### src/rtl/rce_pkg.sv
`default_nettype none

package rce_pkg;

    localparam int MAX_PAYLOAD_BYTES = 65536;
    localparam int MAX_COLUMNS       = 4096;

    localparam int POS_W   = 17;
    localparam int COL_W   = 12;
    localparam int VALUE_W = 64;
    localparam int FIELD_W = 16;

    localparam logic [POS_W-1:0] SAT17   = 17'h1FFFF;
    localparam logic [POS_W-1:0] POS_SAT = POS_W'(MAX_PAYLOAD_BYTES + 1);

    localparam int SERIAL_VAR_BASE = 12;

    localparam int FIFO_DEPTH = 2;
    localparam int FIFO_PTR_W = (FIFO_DEPTH > 1) ? $clog2(FIFO_DEPTH) : 1;
    localparam int FIFO_CNT_W = $clog2(FIFO_DEPTH + 1);

    typedef enum logic [3:0] {
        PH_HDRLEN = 4'b0001,
        PH_COLS   = 4'b0010,
        PH_BODY   = 4'b0100,
        PH_ERR    = 4'b1000
    } t_phase;

    typedef enum logic [2:0] {
        CL_NULL,
        CL_INT,
        CL_FLOAT,
        CL_CONST0,
        CL_CONST1,
        CL_BLOB,
        CL_TEXT,
        CL_ERR
    } t_class;

    typedef enum logic [2:0] {
        KIND_NULL  = 3'd0,
        KIND_INT   = 3'd1,
        KIND_FLOAT = 3'd2,
        KIND_BLOB  = 3'd3,
        KIND_TEXT  = 3'd4,
        KIND_ERROR = 3'd5
    } t_kind;

    typedef struct packed {
        t_class               cls;
        logic [FIELD_W-1:0]   offset;
        logic [FIELD_W-1:0]   length;
        logic [VALUE_W-1:0]   shifter;
    } t_summary;

endpackage

`default_nettype wire

### src/rtl/record_column_extractor.sv
// Channel | Dir | Handshake   | Beat fields
// input   | in  | push / full | i_data_byte, i_last_byte
// result  | out | empty / pop | o_value_kind, o_int_value, o_content_offset, o_content_length
// config  | in  | i_cfg_we    | i_target_column
//
// One payload byte is taken every cycle while full is low; the header parser state is registered.
// The beat carrying the last byte places one result in a two-entry queue, and the result
// moves from the queue into the output register once that register is free.
// full rises only while the queue is full, that is when results are not popped.
// Reset is synchronous and active low; it clears the parser, the queue and the target column.
`default_nettype none

module record_column_extractor (
    input  wire logic                              i_clk,
    input  wire logic                              i_rst_n,
    input  wire logic                              i_cfg_we,
    input  wire logic [rce_pkg::COL_W-1:0]         i_target_column,
    input  wire logic                              push,
    output logic                                   full,
    input  wire logic [7:0]                        i_data_byte,
    input  wire logic                              i_last_byte,
    output logic                                   empty,
    input  wire logic                              pop,
    output logic [2:0]                             o_value_kind,
    output logic signed [rce_pkg::VALUE_W-1:0]     o_int_value,
    output logic [rce_pkg::FIELD_W-1:0]            o_content_offset,
    output logic [rce_pkg::FIELD_W-1:0]            o_content_length
);

    logic              beat;
    logic              front_done;
    rce_pkg::t_summary front_summary;
    logic              fifo_empty;
    rce_pkg::t_summary fifo_data;
    logic              back_take;

    assign beat = push && !full;

    rce_front u_front (
        .i_clk       (i_clk),
        .i_rst_n     (i_rst_n),
        .i_cfg_we    (i_cfg_we),
        .i_cfg_data  (i_target_column),
        .i_beat      (beat),
        .i_data_byte (i_data_byte),
        .i_last_byte (i_last_byte),
        .o_done      (front_done),
        .o_summary   (front_summary)
    );

    rce_fifo u_fifo (
        .i_clk   (i_clk),
        .i_rst_n (i_rst_n),
        .i_push  (front_done),
        .i_data  (front_summary),
        .i_pop   (back_take),
        .o_full  (full),
        .o_empty (fifo_empty),
        .o_data  (fifo_data)
    );

    rce_back u_back (
        .i_clk            (i_clk),
        .i_rst_n          (i_rst_n),
        .i_valid          (!fifo_empty),
        .i_summary        (fifo_data),
        .o_take           (back_take),
        .i_pop            (pop),
        .o_empty          (empty),
        .o_value_kind     (o_value_kind),
        .o_int_value      (o_int_value),
        .o_content_offset (o_content_offset),
        .o_content_length (o_content_length)
    );

endmodule

`default_nettype wire

### src/rtl/rce_front.sv
`default_nettype none

module rce_front (
    input  wire logic                           i_clk,
    input  wire logic                           i_rst_n,
    input  wire logic                           i_cfg_we,
    input  wire logic [rce_pkg::COL_W-1:0]      i_cfg_data,
    input  wire logic                           i_beat,
    input  wire logic [7:0]                     i_data_byte,
    input  wire logic                           i_last_byte,
    output logic                                o_done,
    output rce_pkg::t_summary                   o_summary
);

    localparam int PW = rce_pkg::POS_W;

    function automatic logic [PW-1:0] type_len(input logic [63:0] t);
        logic [63:0] d;
        logic [62:0] l;
        d = t - 64'(rce_pkg::SERIAL_VAR_BASE);
        l = d[63:1];
        if (t <= 64'd4) begin
            type_len = t[PW-1:0];
        end else if (t == 64'd5) begin
            type_len = PW'(6);
        end else if (t < 64'd8) begin
            type_len = PW'(8);
        end else if (t < 64'(rce_pkg::SERIAL_VAR_BASE)) begin
            type_len = '0;
        end else if (|l[62:PW]) begin
            type_len = rce_pkg::SAT17;
        end else begin
            type_len = l[PW-1:0];
        end
    endfunction

    function automatic rce_pkg::t_class classify(input logic [63:0] t);
        if (t == 64'd0) begin
            classify = rce_pkg::CL_NULL;
        end else if (t <= 64'd6) begin
            classify = rce_pkg::CL_INT;
        end else if (t == 64'd7) begin
            classify = rce_pkg::CL_FLOAT;
        end else if (t == 64'd8) begin
            classify = rce_pkg::CL_CONST0;
        end else if (t == 64'd9) begin
            classify = rce_pkg::CL_CONST1;
        end else if (t[0]) begin
            classify = rce_pkg::CL_TEXT;
        end else begin
            classify = rce_pkg::CL_BLOB;
        end
    endfunction

    logic [rce_pkg::COL_W-1:0] r_target, n_target;
    rce_pkg::t_phase           r_phase, n_phase;
    logic [PW-1:0]             r_pos, n_pos;
    logic [PW-1:0]             r_hdr, n_hdr;
    logic [63:0]               r_acc, n_acc;
    logic [3:0]                r_vcount, n_vcount;
    logic [rce_pkg::COL_W-1:0] r_col, n_col;
    logic [PW-1:0]             r_body, n_body;
    logic                      r_chosen, n_chosen;
    rce_pkg::t_class           r_cls, n_cls;
    logic [PW:0]               r_off, n_off;
    logic [PW-1:0]             r_len, n_len;
    logic [63:0]               r_shifter, n_shifter;

    logic [3:0]       vcount_inc;
    logic [3:0]       vcount_fed;
    logic [63:0]      acc_fed;
    logic             vdone;
    logic [PW:0]      pos_inc;
    rce_pkg::t_phase  phase_cur;
    logic [PW-1:0]    tlen;
    logic [PW-1:0]    hl;
    logic [PW:0]      body_sum;
    logic             chosen_now;
    logic [PW+1:0]    end_off;
    logic             ok;

    always_comb begin
        n_target  = i_cfg_we ? i_cfg_data : r_target;
        n_phase   = r_phase;
        n_pos     = r_pos;
        n_hdr     = r_hdr;
        n_acc     = r_acc;
        n_vcount  = r_vcount;
        n_col     = r_col;
        n_body    = r_body;
        n_chosen  = r_chosen;
        n_cls     = r_cls;
        n_off     = r_off;
        n_len     = r_len;
        n_shifter = r_shifter;
        o_done    = 1'b0;
        o_summary = '0;
        chosen_now = r_chosen;

        vcount_inc = r_vcount + 4'd1;
        if (vcount_inc >= 4'd9) begin
            acc_fed    = {r_acc[55:0], i_data_byte};
            vdone      = 1'b1;
            vcount_fed = '0;
        end else begin
            acc_fed    = {r_acc[56:0], i_data_byte[6:0]};
            vdone      = ~i_data_byte[7];
            vcount_fed = vdone ? 4'd0 : vcount_inc;
        end
        tlen     = type_len(acc_fed);
        hl       = (|acc_fed[63:PW]) ? rce_pkg::SAT17 : acc_fed[PW-1:0];
        body_sum = {1'b0, r_body} + {1'b0, tlen};
        pos_inc  = {1'b0, r_pos} + 1'b1;

        phase_cur = (r_pos >= PW'(rce_pkg::MAX_PAYLOAD_BYTES)) ? rce_pkg::PH_ERR : r_phase;

        if (i_beat) begin
            unique case (phase_cur)
                rce_pkg::PH_HDRLEN: begin
                    n_acc    = acc_fed;
                    n_vcount = vcount_fed;
                    if (vdone) begin
                        n_acc = '0;
                        if ({1'b0, hl} <= pos_inc) begin
                            n_phase = rce_pkg::PH_ERR;
                        end else begin
                            n_hdr   = hl;
                            n_phase = rce_pkg::PH_COLS;
                        end
                    end
                end
                rce_pkg::PH_COLS: begin
                    n_acc    = acc_fed;
                    n_vcount = vcount_fed;
                    if (vdone) begin
                        n_acc = '0;
                        if (!r_chosen && (int'(r_col) < rce_pkg::MAX_COLUMNS)) begin
                            if (acc_fed == 64'd10 || acc_fed == 64'd11) begin
                                n_phase = rce_pkg::PH_ERR;
                            end else if (r_col == r_target) begin
                                n_chosen   = 1'b1;
                                chosen_now = 1'b1;
                                n_cls      = classify(acc_fed);
                                n_off      = {1'b0, r_hdr} + {1'b0, r_body};
                                n_len      = tlen;
                            end else begin
                                n_body = body_sum[PW] ? rce_pkg::SAT17 : body_sum[PW-1:0];
                                n_col  = r_col + 1'b1;
                            end
                        end
                    end
                    if (n_phase == rce_pkg::PH_COLS && pos_inc == {1'b0, r_hdr}) begin
                        if (vcount_fed != 4'd0) begin
                            n_phase = rce_pkg::PH_ERR;
                        end else begin
                            n_phase = chosen_now ? rce_pkg::PH_BODY : rce_pkg::PH_ERR;
                        end
                    end
                end
                rce_pkg::PH_BODY: begin
                    if ({1'b0, r_pos} >= r_off &&
                        {2'b0, r_pos} < ({1'b0, r_off} + {2'b0, r_len})) begin
                        n_shifter = {r_shifter[55:0], i_data_byte};
                    end
                end
                rce_pkg::PH_ERR: begin
                    n_phase = rce_pkg::PH_ERR;
                end
                default: begin
                    n_phase = rce_pkg::PH_ERR;
                end
            endcase

            if (r_pos < rce_pkg::POS_SAT) begin
                n_pos = pos_inc[PW-1:0];
            end

            if (i_last_byte) begin
                end_off = {1'b0, n_off} + {2'b0, n_len};
                ok      = (n_phase == rce_pkg::PH_BODY) && (end_off <= {2'b0, n_pos});
                o_done  = 1'b1;
                o_summary.cls     = ok ? n_cls : rce_pkg::CL_ERR;
                o_summary.offset  = ok ? n_off[rce_pkg::FIELD_W-1:0] : '0;
                o_summary.length  = ok ? n_len[rce_pkg::FIELD_W-1:0] : '0;
                o_summary.shifter = n_shifter;

                n_phase   = rce_pkg::PH_HDRLEN;
                n_pos     = '0;
                n_hdr     = '0;
                n_acc     = '0;
                n_vcount  = '0;
                n_col     = '0;
                n_body    = '0;
                n_chosen  = 1'b0;
                n_cls     = rce_pkg::CL_NULL;
                n_off     = '0;
                n_len     = '0;
                n_shifter = '0;
            end else begin
                end_off = '0;
                ok      = 1'b0;
            end
        end else begin
            end_off = '0;
            ok      = 1'b0;
        end
    end

    always_ff @(posedge i_clk) begin
        if (!i_rst_n) begin
            r_target  <= '0;
            r_phase   <= rce_pkg::PH_HDRLEN;
            r_pos     <= '0;
            r_hdr     <= '0;
            r_acc     <= '0;
            r_vcount  <= '0;
            r_col     <= '0;
            r_body    <= '0;
            r_chosen  <= 1'b0;
            r_cls     <= rce_pkg::CL_NULL;
            r_off     <= '0;
            r_len     <= '0;
            r_shifter <= '0;
        end else begin
            r_target  <= n_target;
            r_phase   <= n_phase;
            r_pos     <= n_pos;
            r_hdr     <= n_hdr;
            r_acc     <= n_acc;
            r_vcount  <= n_vcount;
            r_col     <= n_col;
            r_body    <= n_body;
            r_chosen  <= n_chosen;
            r_cls     <= n_cls;
            r_off     <= n_off;
            r_len     <= n_len;
            r_shifter <= n_shifter;
        end
    end

endmodule

`default_nettype wire

### src/rtl/rce_fifo.sv
`default_nettype none

module rce_fifo (
    input  wire logic              i_clk,
    input  wire logic              i_rst_n,
    input  wire logic              i_push,
    input  wire rce_pkg::t_summary i_data,
    input  wire logic              i_pop,
    output logic                   o_full,
    output logic                   o_empty,
    output rce_pkg::t_summary      o_data
);

    localparam int PTR_W = rce_pkg::FIFO_PTR_W;
    localparam int CNT_W = rce_pkg::FIFO_CNT_W;
    localparam logic [PTR_W-1:0] PTR_LAST = PTR_W'(rce_pkg::FIFO_DEPTH - 1);

    rce_pkg::t_summary r_mem [rce_pkg::FIFO_DEPTH];
    logic [PTR_W-1:0]  r_wr, n_wr;
    logic [PTR_W-1:0]  r_rd, n_rd;
    logic [CNT_W-1:0]  r_cnt, n_cnt;
    logic              do_push;
    logic              do_pop;

    assign o_full  = (r_cnt == CNT_W'(rce_pkg::FIFO_DEPTH));
    assign o_empty = (r_cnt == '0);
    assign o_data  = r_mem[r_rd];
    assign do_push = i_push && !o_full;
    assign do_pop  = i_pop && !o_empty;

    always_comb begin
        n_wr  = r_wr;
        n_rd  = r_rd;
        n_cnt = r_cnt;
        if (do_push) begin
            n_wr = (r_wr == PTR_LAST) ? '0 : r_wr + 1'b1;
        end
        if (do_pop) begin
            n_rd = (r_rd == PTR_LAST) ? '0 : r_rd + 1'b1;
        end
        if (do_push && !do_pop) begin
            n_cnt = r_cnt + 1'b1;
        end else if (do_pop && !do_push) begin
            n_cnt = r_cnt - 1'b1;
        end
    end

    always_ff @(posedge i_clk) begin
        if (do_push) begin
            r_mem[r_wr] <= i_data;
        end
    end

    always_ff @(posedge i_clk) begin
        if (!i_rst_n) begin
            r_wr  <= '0;
            r_rd  <= '0;
            r_cnt <= '0;
        end else begin
            r_wr  <= n_wr;
            r_rd  <= n_rd;
            r_cnt <= n_cnt;
        end
    end

endmodule

`default_nettype wire

### src/rtl/rce_back.sv
`default_nettype none

module rce_back (
    input  wire logic                              i_clk,
    input  wire logic                              i_rst_n,
    input  wire logic                              i_valid,
    input  wire rce_pkg::t_summary                 i_summary,
    output logic                                   o_take,
    input  wire logic                              i_pop,
    output logic                                   o_empty,
    output logic [2:0]                             o_value_kind,
    output logic signed [rce_pkg::VALUE_W-1:0]     o_int_value,
    output logic [rce_pkg::FIELD_W-1:0]            o_content_offset,
    output logic [rce_pkg::FIELD_W-1:0]            o_content_length
);

    function automatic logic [63:0] sign_extend(input logic [63:0] s, input logic [3:0] n);
        unique case (n)
            4'd1:    sign_extend = {{56{s[7]}},  s[7:0]};
            4'd2:    sign_extend = {{48{s[15]}}, s[15:0]};
            4'd3:    sign_extend = {{40{s[23]}}, s[23:0]};
            4'd4:    sign_extend = {{32{s[31]}}, s[31:0]};
            4'd6:    sign_extend = {{16{s[47]}}, s[47:0]};
            default: sign_extend = s;
        endcase
    endfunction

    logic               r_valid, n_valid;
    rce_pkg::t_kind     r_kind, n_kind;
    logic [63:0]        r_value, n_value;
    logic [rce_pkg::FIELD_W-1:0] r_off, n_off;
    logic [rce_pkg::FIELD_W-1:0] r_len, n_len;

    assign o_take = i_valid && (!r_valid || i_pop);

    always_comb begin
        n_value = '0;
        n_off   = i_summary.offset;
        n_len   = i_summary.length;
        unique case (i_summary.cls)
            rce_pkg::CL_NULL: begin
                n_kind = rce_pkg::KIND_NULL;
            end
            rce_pkg::CL_INT: begin
                n_kind  = rce_pkg::KIND_INT;
                n_value = sign_extend(i_summary.shifter, i_summary.length[3:0]);
            end
            rce_pkg::CL_FLOAT: begin
                n_kind  = rce_pkg::KIND_FLOAT;
                n_value = i_summary.shifter;
            end
            rce_pkg::CL_CONST0: begin
                n_kind = rce_pkg::KIND_INT;
            end
            rce_pkg::CL_CONST1: begin
                n_kind  = rce_pkg::KIND_INT;
                n_value = 64'd1;
            end
            rce_pkg::CL_BLOB: begin
                n_kind = rce_pkg::KIND_BLOB;
            end
            rce_pkg::CL_TEXT: begin
                n_kind = rce_pkg::KIND_TEXT;
            end
            default: begin
                n_kind = rce_pkg::KIND_ERROR;
                n_off  = '0;
                n_len  = '0;
            end
        endcase

        if (o_take) begin
            n_valid = 1'b1;
        end else if (i_pop) begin
            n_valid = 1'b0;
        end else begin
            n_valid = r_valid;
        end
    end

    always_ff @(posedge i_clk) begin
        if (!i_rst_n) begin
            r_valid <= 1'b0;
        end else begin
            r_valid <= n_valid;
        end
    end

    always_ff @(posedge i_clk) begin
        if (o_take) begin
            r_kind  <= n_kind;
            r_value <= n_value;
            r_off   <= n_off;
            r_len   <= n_len;
        end
    end

    assign o_empty          = !r_valid;
    assign o_value_kind     = r_kind;
    assign o_int_value      = r_value;
    assign o_content_offset = r_off;
    assign o_content_length = r_len;

endmodule

`default_nettype wire
### config.mk
export PLATFORM = sky130hd
export DESIGN_NAME = record_column_extractor
export DESIGN_NICKNAME = d
export VERILOG_FILES = /design/src/rtl/rce_pkg.sv /design/src/rtl/record_column_extractor.sv /design/src/rtl/rce_front.sv /design/src/rtl/rce_fifo.sv /design/src/rtl/rce_back.sv
export SDC_FILE = /design/constraint.sdc
export NUM_CORES = 1
export LEC_CHECK = 0
export BUFFER_PORTS_ARGS = -buffer_cell sky130_fd_sc_hd__buf_4
export CAP_MARGIN = 0
export CORE_UTILIZATION = 60
export DETAILED_ROUTE_END_ITERATION = 6
export PLACE_DENSITY = 0.78
export SYNTH_ARGS = -nofsm -noshare
export SYNTH_HDL_FRONTEND = slang
export SYNTH_SLANG_ARGS = --single-unit
### constraint.sdc
create_clock -name i_clk -period 11.3 [get_ports i_clk]
set_input_delay 1.695 -clock i_clk [delete_from_list [all_inputs] [get_ports i_clk]]
set_output_delay 1.695 -clock i_clk [all_outputs]
set_load 0.05 [all_outputs]
==> flow_summary_export.csv, run 1 <==
group,metric,value,unit
run_status,status,"complete, no violations",
setup_path,cp.required,11.71,ns
sta,finalMaxSlewViolations,0,
synth,synth_top_area_share,29.1,%
synth,synth-simple-area-share,17.1,%
sta,rsz0062_at_grt,"no",
synth,synth-edff-count,297,
cts,clkLatencyLatePin,0.64,ns
setup_path,crit_fanout,22,
synth,synth_cell_types,98,
sta,setup_viol,0,
floorplan,die_x,228,um
cts,clockRootBuffer,"clkbuf_16",
synth,ys.flop_type,"edfxtp_1",
cts,ctsResizeCount,0,
grt,grt_pass1_vias,24900,
synth,synth_compound_area_share,17.0,%
cts,ctsLongestPathBuffers,3,
synth,synth-adder-area-share,6.15,%
sta,tightest_slew,1.32,ns
setup_path,critPathCaptureType,"flip-flop",
setup_path,setup.worst_path.start_class,"flip-flop",
run,maxCapViolations,0,
sta,hold_ws,0.486,ns
sta,worst_slew_margin_rel,12.1,%
synth,ys_seq_elements,546,
setup_path,worst_ep_arrival_time,10.26,ns
routing,first_pass_iters,6,
final_layout,drive_gt1_share,10.6,%
synth,synth_top_cell_by_area,"edfxtp_1",
grt,grt-ovfl-total,0,
floorplan,die_area,51900,sq um
setup_path,critPathMaxStageDelay,0.69,ns
power,totalPowerFinal,6080,uW
synth,ys_async_sr_fraction,0,%
routing,drt_wl_total,96600,um
sta,finalSetupTns,0,ns
final_layout,syn_to_final_growth,11.2,%
routing,via_per_inst,6.61,
power,peakVddDrop,121,uV
cts,path_clk_slew,0.06,ns
synth,synth_cells,3183,
hold_path,hold_class,"flip-flop to flip-flop",
routing,drc,0,
sta,hold_violations,0,
cts,hold_buffers,0,
floorplan,fp.dieH,228,um
synth,synthXorXnorAreaFrac,4.14,%
routing,drt_iter0_markers,3070,
synth,yosysMostFrequentCell,"nor2_1",
cts,clkSinkCount,546,
grt,antenna_found_initial,6,
place,io_buffers,126,
setup_path,slowest_stage,"dfxtp_1",
power,powerDensity,179,nW/um^2
synth,synth_warnings,0,
place,place.gp.congestion,0.998,
place,hpwl,69100,um
synth,syn_avg_cell_area,9.61,sq um
routing,ant_nets,0,
routing,wl_per_cell,24.5,um
cts,cts_setup_buffers,0,
setup_path,crit_type,"flip-flop to flip-flop",
grt,grt_max_degree,95,
grt,grt_pass1_wl,148000,um
final_layout,post-route-util,67.7,%
synth,ys_top_cells_by_count,"nor2_1 (343), edfxtp_1 (297), nand2_1 (282)",
floorplan,ios,127,
synth,netlist_top_cells_area,"edfxtp_1 (29%), dfxtp_1 (16%), mux2i_1 (6.3%), ha_1 (5.9%), nor2_1 (4.2%)",
floorplan,start_util,60.9,%
sta,period_minus_slack,9.85,ns
synth,synth_top_family_by_area,"simple AND/OR/NAND/NOR gates",
floorplan,num_rows,82,
sta,period_share,87.2,%
sta,fmax,0.102,GHz
floorplan,core-area,50300,sq um
routing,vias,26100,
synth,syn_nets,3357,
final_layout,fin_nets,3396,
cts,cts_made_buffers,54,
cts,cts_tree,"done",
power,power_leakage,0.0132,uW
synth,syn_area,30600,sq um
synth,yosysSeqAreaShare,45.4,%
synth,muxShareOfSynthArea,6.65,%
grt,grtUsageTotal,36.5,%
cts,htreeDepth,2,
sta,fin_skew,0.0317,ns
## path summary, 6_finish.rpt
check	start	endpoint	slack [ns]	cells past startpoint
worst min register to register	u_front.r_body[9]	u_front.r_body[9]	0.49	2
worst max-delay path	u_front.r_vcount[3]	u_fifo.r_mem[0][64]	1.45	32
worst max register to register	u_front.r_vcount[3]	u_fifo.r_mem[0][64]	1.45	32
worst min-delay path	u_front.r_body[9]	u_front.r_body[9]	0.49	2
## worst max-delay path: cells and delay by family, from the launching register on
family	cells	cell delay [ns]
AO/OA/AOI/OAI	15	3.84
XOR/XNOR	1	0.18
adder cells (fa/ha/maj)	3	0.85
buffers and inverters	4	0.87
flip-flops	1	0.69
AND/OR/NAND/NOR	9	3.16
## state kept, by name, indices dropped and copies added (netlist names), 16 cells and up, named ones only
name	cells
u_fifo.r_mem	198
u_back.o_content_offset	16
u_front.r_shifter	64
u_front.r_pos	17
u_front.r_len	17
u_front.r_hdr	17
u_front.r_body	17
u_front.r_off	18
u_back.o_int_value	64
u_front.r_acc	57
u_back.o_content_length	16
## kinds of logic after synthesis
| kind of cell | count (synthesis) |
|---|---|
| AO/OA/AOI/OAI | 786 |
| XOR/XNOR | 143 |
| adder cells (fa/ha/maj) | 148 |
| buffers and inverters | 272 |
| flip-flops | 546 |
| multiplexers | 202 |
| AND/OR/NAND/NOR | 1086 |
## layer usage
metal | global-route usage (%) | wire [um] | up-vias | part of all wire, %
met5 | 0 | 29 | - | 0.030
met2 | 57.8 | 44000 | 1410 | 46
met3 | 7.71 | 9510 | 234 | 9.8
li1 | - | - | 11800 | -
met4 | 12.1 | 3140 | 4 | 3.3
met1 | 49.9 | 40000 | 12600 | 41
## layout make-up
| type | count | area, sq um |
|---|---|---|
| Antenna cell | 5 | 12.5 |
| Clock buffer | 72 | 1490 |
| Clock inverter | 30 | 427 |
| Fill cell | 3798 | 16300 |
| Inverter | 79 | 299 |
| Multi-Input combinational cell | 2365 | 15700 |
| Sequential cell | 546 | 13900 |
| Tap cell | 672 | 841 |
| Timing Repair Buffer | 176 | 1320 |
## stage by stage
step / cells / worst slack [ns] / cell area (sq um)
finish: 3945 / 1.45 / 34000
global placement: 3838 / 1.26 / 32100
global route: 3941 / 0.784 / 34000
CTS: 3940 / 1.55 / 34000
floorplan: 3183 / 2.47 / 30600
detailed placement: 3838 / 1.07 / 32100
## cells in the final DEF, fill, tap and decap left out, drive strengths merged, types with 31 or more instances in the layout
| cell type | instances |
|---|---|
| a21oi | 206 |
| dfxtp | 249 |
| inv | 81 |
| nand3 | 85 |
| a21o | 39 |
| buf | 176 |
| mux2i | 192 |
| a31oi | 37 |
| nor2b | 38 |
| nor3 | 63 |
| nor4 | 42 |
| edfxtp | 297 |
| ha | 144 |
| xor2 | 50 |
| and3 | 40 |
| nand2 | 282 |
| clkbuf | 72 |
| o21ai | 185 |
| nand4 | 36 |
| o22ai | 69 |
| a22oi | 44 |
| xnor2 | 92 |
| and2 | 31 |
| nor2 | 343 |
## power breakdown
| group | leakage (uW) | switching (uW) | internal (uW) |
|---|---|---|---|
| logic | 0.00747 | 1170 | 450 |
| clock network | 0.000928 | 797 | 1140 |
| registers | 0.00479 | 130 | 2390 |
No activity file was read; power rests on OpenSTA's default activity.
==> inputs of run 2 (changes only) <==
- CORE_ASPECT_RATIO: default -> 1.2
==> flow_summary_export.csv, run 2 (synthesized netlist as in run 1, its figures left out) <==
group,metric,value,unit
grt,grtUsageTotal,34.5,%
hold_path,hold_class,"flip-flop to flip-flop",
sta,hold_violations,0,
final_layout,syn_to_final_growth,10.6,%
final_layout,largest_register,"u_fifo.r_mem",
setup_path,crit_type,"flip-flop to flip-flop",
grt,grt_pass1_wl,140000,um
routing,drt_wl_total,91900,um
setup_path,critPathCaptureType,"flip-flop",
cts,ctsLongestPathBuffers,3,
setup_path,critPathBufInv,3,
cts,ctsResizeCount,0,
sta,period_share,85.1,%
floorplan,die_x,208,um
floorplan,core-area,50300,sq um
cts,cts_tree,"done",
setup_path,endpoint,"u_fifo.r_mem[0][64]",
floorplan,num_rows,90,
routing,first_pass_iters,6,
setup_path,cp.depth,31,
setup_path,crit_fanout,28,
place,place_ws,1.36,ns
power,powerDensity,175,nW/um^2
cts,clkSinkCount,546,
grt,grt_pass1_vias,24600,
hold_path,whs_path_depth,2,
sta,worst_slack,1.69,ns
setup_path,worst_ep_arrival_time,10.03,ns
setup_path,critPathMaxStageDelay,0.73,ns
setup_path,crit-reg2reg-launch,"u_front.r_vcount[3]",
setup_path,crit_start,"u_front.r_vcount[3]",
place,hpwl,67200,um
routing,vias,25600,
routing,drc,0,
sta,hold_ws,0.474,ns
sta,finalMaxSlewViolations,0,
final_layout,post-route-util,67.2,%
floorplan,die_area,51900,sq um
floorplan,ios,127,
grt,antenna_found_initial,3,
final_layout,fin_nets,3392,
final_layout,finalNonFillerCells,3910,
setup_path,worstReg2RegEnd,"u_fifo.r_mem[0][64]",
sta,tightest_slew,1.23,ns
run_status,status,"complete, no violations",
routing,ant_nets,0,
sta,worst_slew_margin_rel,18.1,%
routing,drt_iter0_markers,2483,
cts,htreeDepth,2,
sta,setup_viol,0,
power,power_leakage,0.0131,uW
cts,cts_setup_buffers,0,
floorplan,start_util,60.8,%
final_layout,layout.cells.most_common_list,"nor2_1 (338), edfxtp_1 (297), nand2_1 (281)",
grt,grt_max_degree,84,
run,maxCapViolations,0,
cts,cts_made_buffers,53,
sta,fmax,0.104,GHz
place,io_buffers,126,
cts,clkLatencyLatePin,0.63,ns
final_layout,largest_reg_flops,198,
final_layout,drive_gt1_share,10.5,%
cts,clockRootBuffer,"clkbuf_16",
grt,grt-ovfl-total,0,
sta,fin_skew,0.0246,ns
routing,wl_per_cell,23.5,um
place,place_inst,3807,
setup_path,slowest_stage,"dfxtp_1",
sta,rsz0062_at_grt,"no",
place,place.gp.congestion,1.02,
setup_path,worst_r2r_path_depth,31,
sta,finalSetupTns,0,ns
setup_path,cpLargestDelayFamily,"compound AO/OA/AOI/OAI gates",
setup_path,setup.worst_path.start_class,"flip-flop",
floorplan,fp.dieH,249,um
power,peakVddDrop,157,uV
setup_path,cp.required,11.72,ns
sta,period_minus_slack,9.61,ns
routing,via_per_inst,6.54,
cts,path_clk_slew,0.06,ns
cts,hold_buffers,0,
setup_path,rrSetupSlack,1.69,ns
final_layout,final_common_cell,"nor2_1",
## run 2: cell types whose count changed in the layout (fill, tap and decap cells not counted), sizes merged
cell / delta
bufinv: -3
clkbuf: -11
inv: -1
clkinvlp: +2
diode: -2
buf: -3
clkinv: +11
## run 2: worst min-delay path by stage
stage	startpoint	endpoint	slack [ns]
3_3_place_gp	u_front.r_shifter[58]	u_front.r_shifter[58]	0.45
2_1_floorplan	u_front.r_shifter[56]	u_front.r_shifter[56]	0.45
4_1_cts	u_front.r_shifter[56]	u_front.r_shifter[56]	0.48
6_report	u_front.r_shifter[56]	u_front.r_shifter[56]	0.47
5_1_grt	u_front.r_shifter[62]	u_front.r_shifter[62]	0.50
3_5_place_dp	u_front.r_shifter[58]	u_front.r_shifter[58]	0.46
## run 2: area by class of cell
cell class              count  area [sq um]
diodes                      3          7.51
clock buffers              61          1400
clock inverters            39           408
fillers                  3927         16500
inverters                  79           299
multi-input cells        2365         15700
flip-flops and latches    546         13900
well taps                 644           806
repair buffers            173          1300
## run 2: tightest hold or removal path, delay by kind of cell, from the launching register on
kind / cells / cell delay, ns
simple gates: 1 / 0.05
compound gates: 1 / 0.06
flops: 1 / 0.31
## run 2: per-layer routing
metal | vias up | track usage (%) | part of all wire, %
met1 | 12300 | 45.5 | 41
met3 | 217 | 5.83 | 8.5
met4 | 4 | 13.9 | 3.9
li1 | 11900 | - | -
met5 | - | 0 | 0.034
met2 | 1203 | 56.7 | 47
## run 2: per-stage QoR
step	area (sq um)	total power [uW]
detailed placement	32000	4140
finish	33800	5920
global placement	32000	4110
CTS	33800	5940
floorplan	30600	3690
global route	33800	6120
## run 2: where the power goes
group | internal (uW) | total [uW] | switching (uW)
clock network | 1030 | 1820 | 788
logic | 449 | 1620 | 1170
registers | 2380 | 2490 | 104
total | 3860 | 5920 | 2060
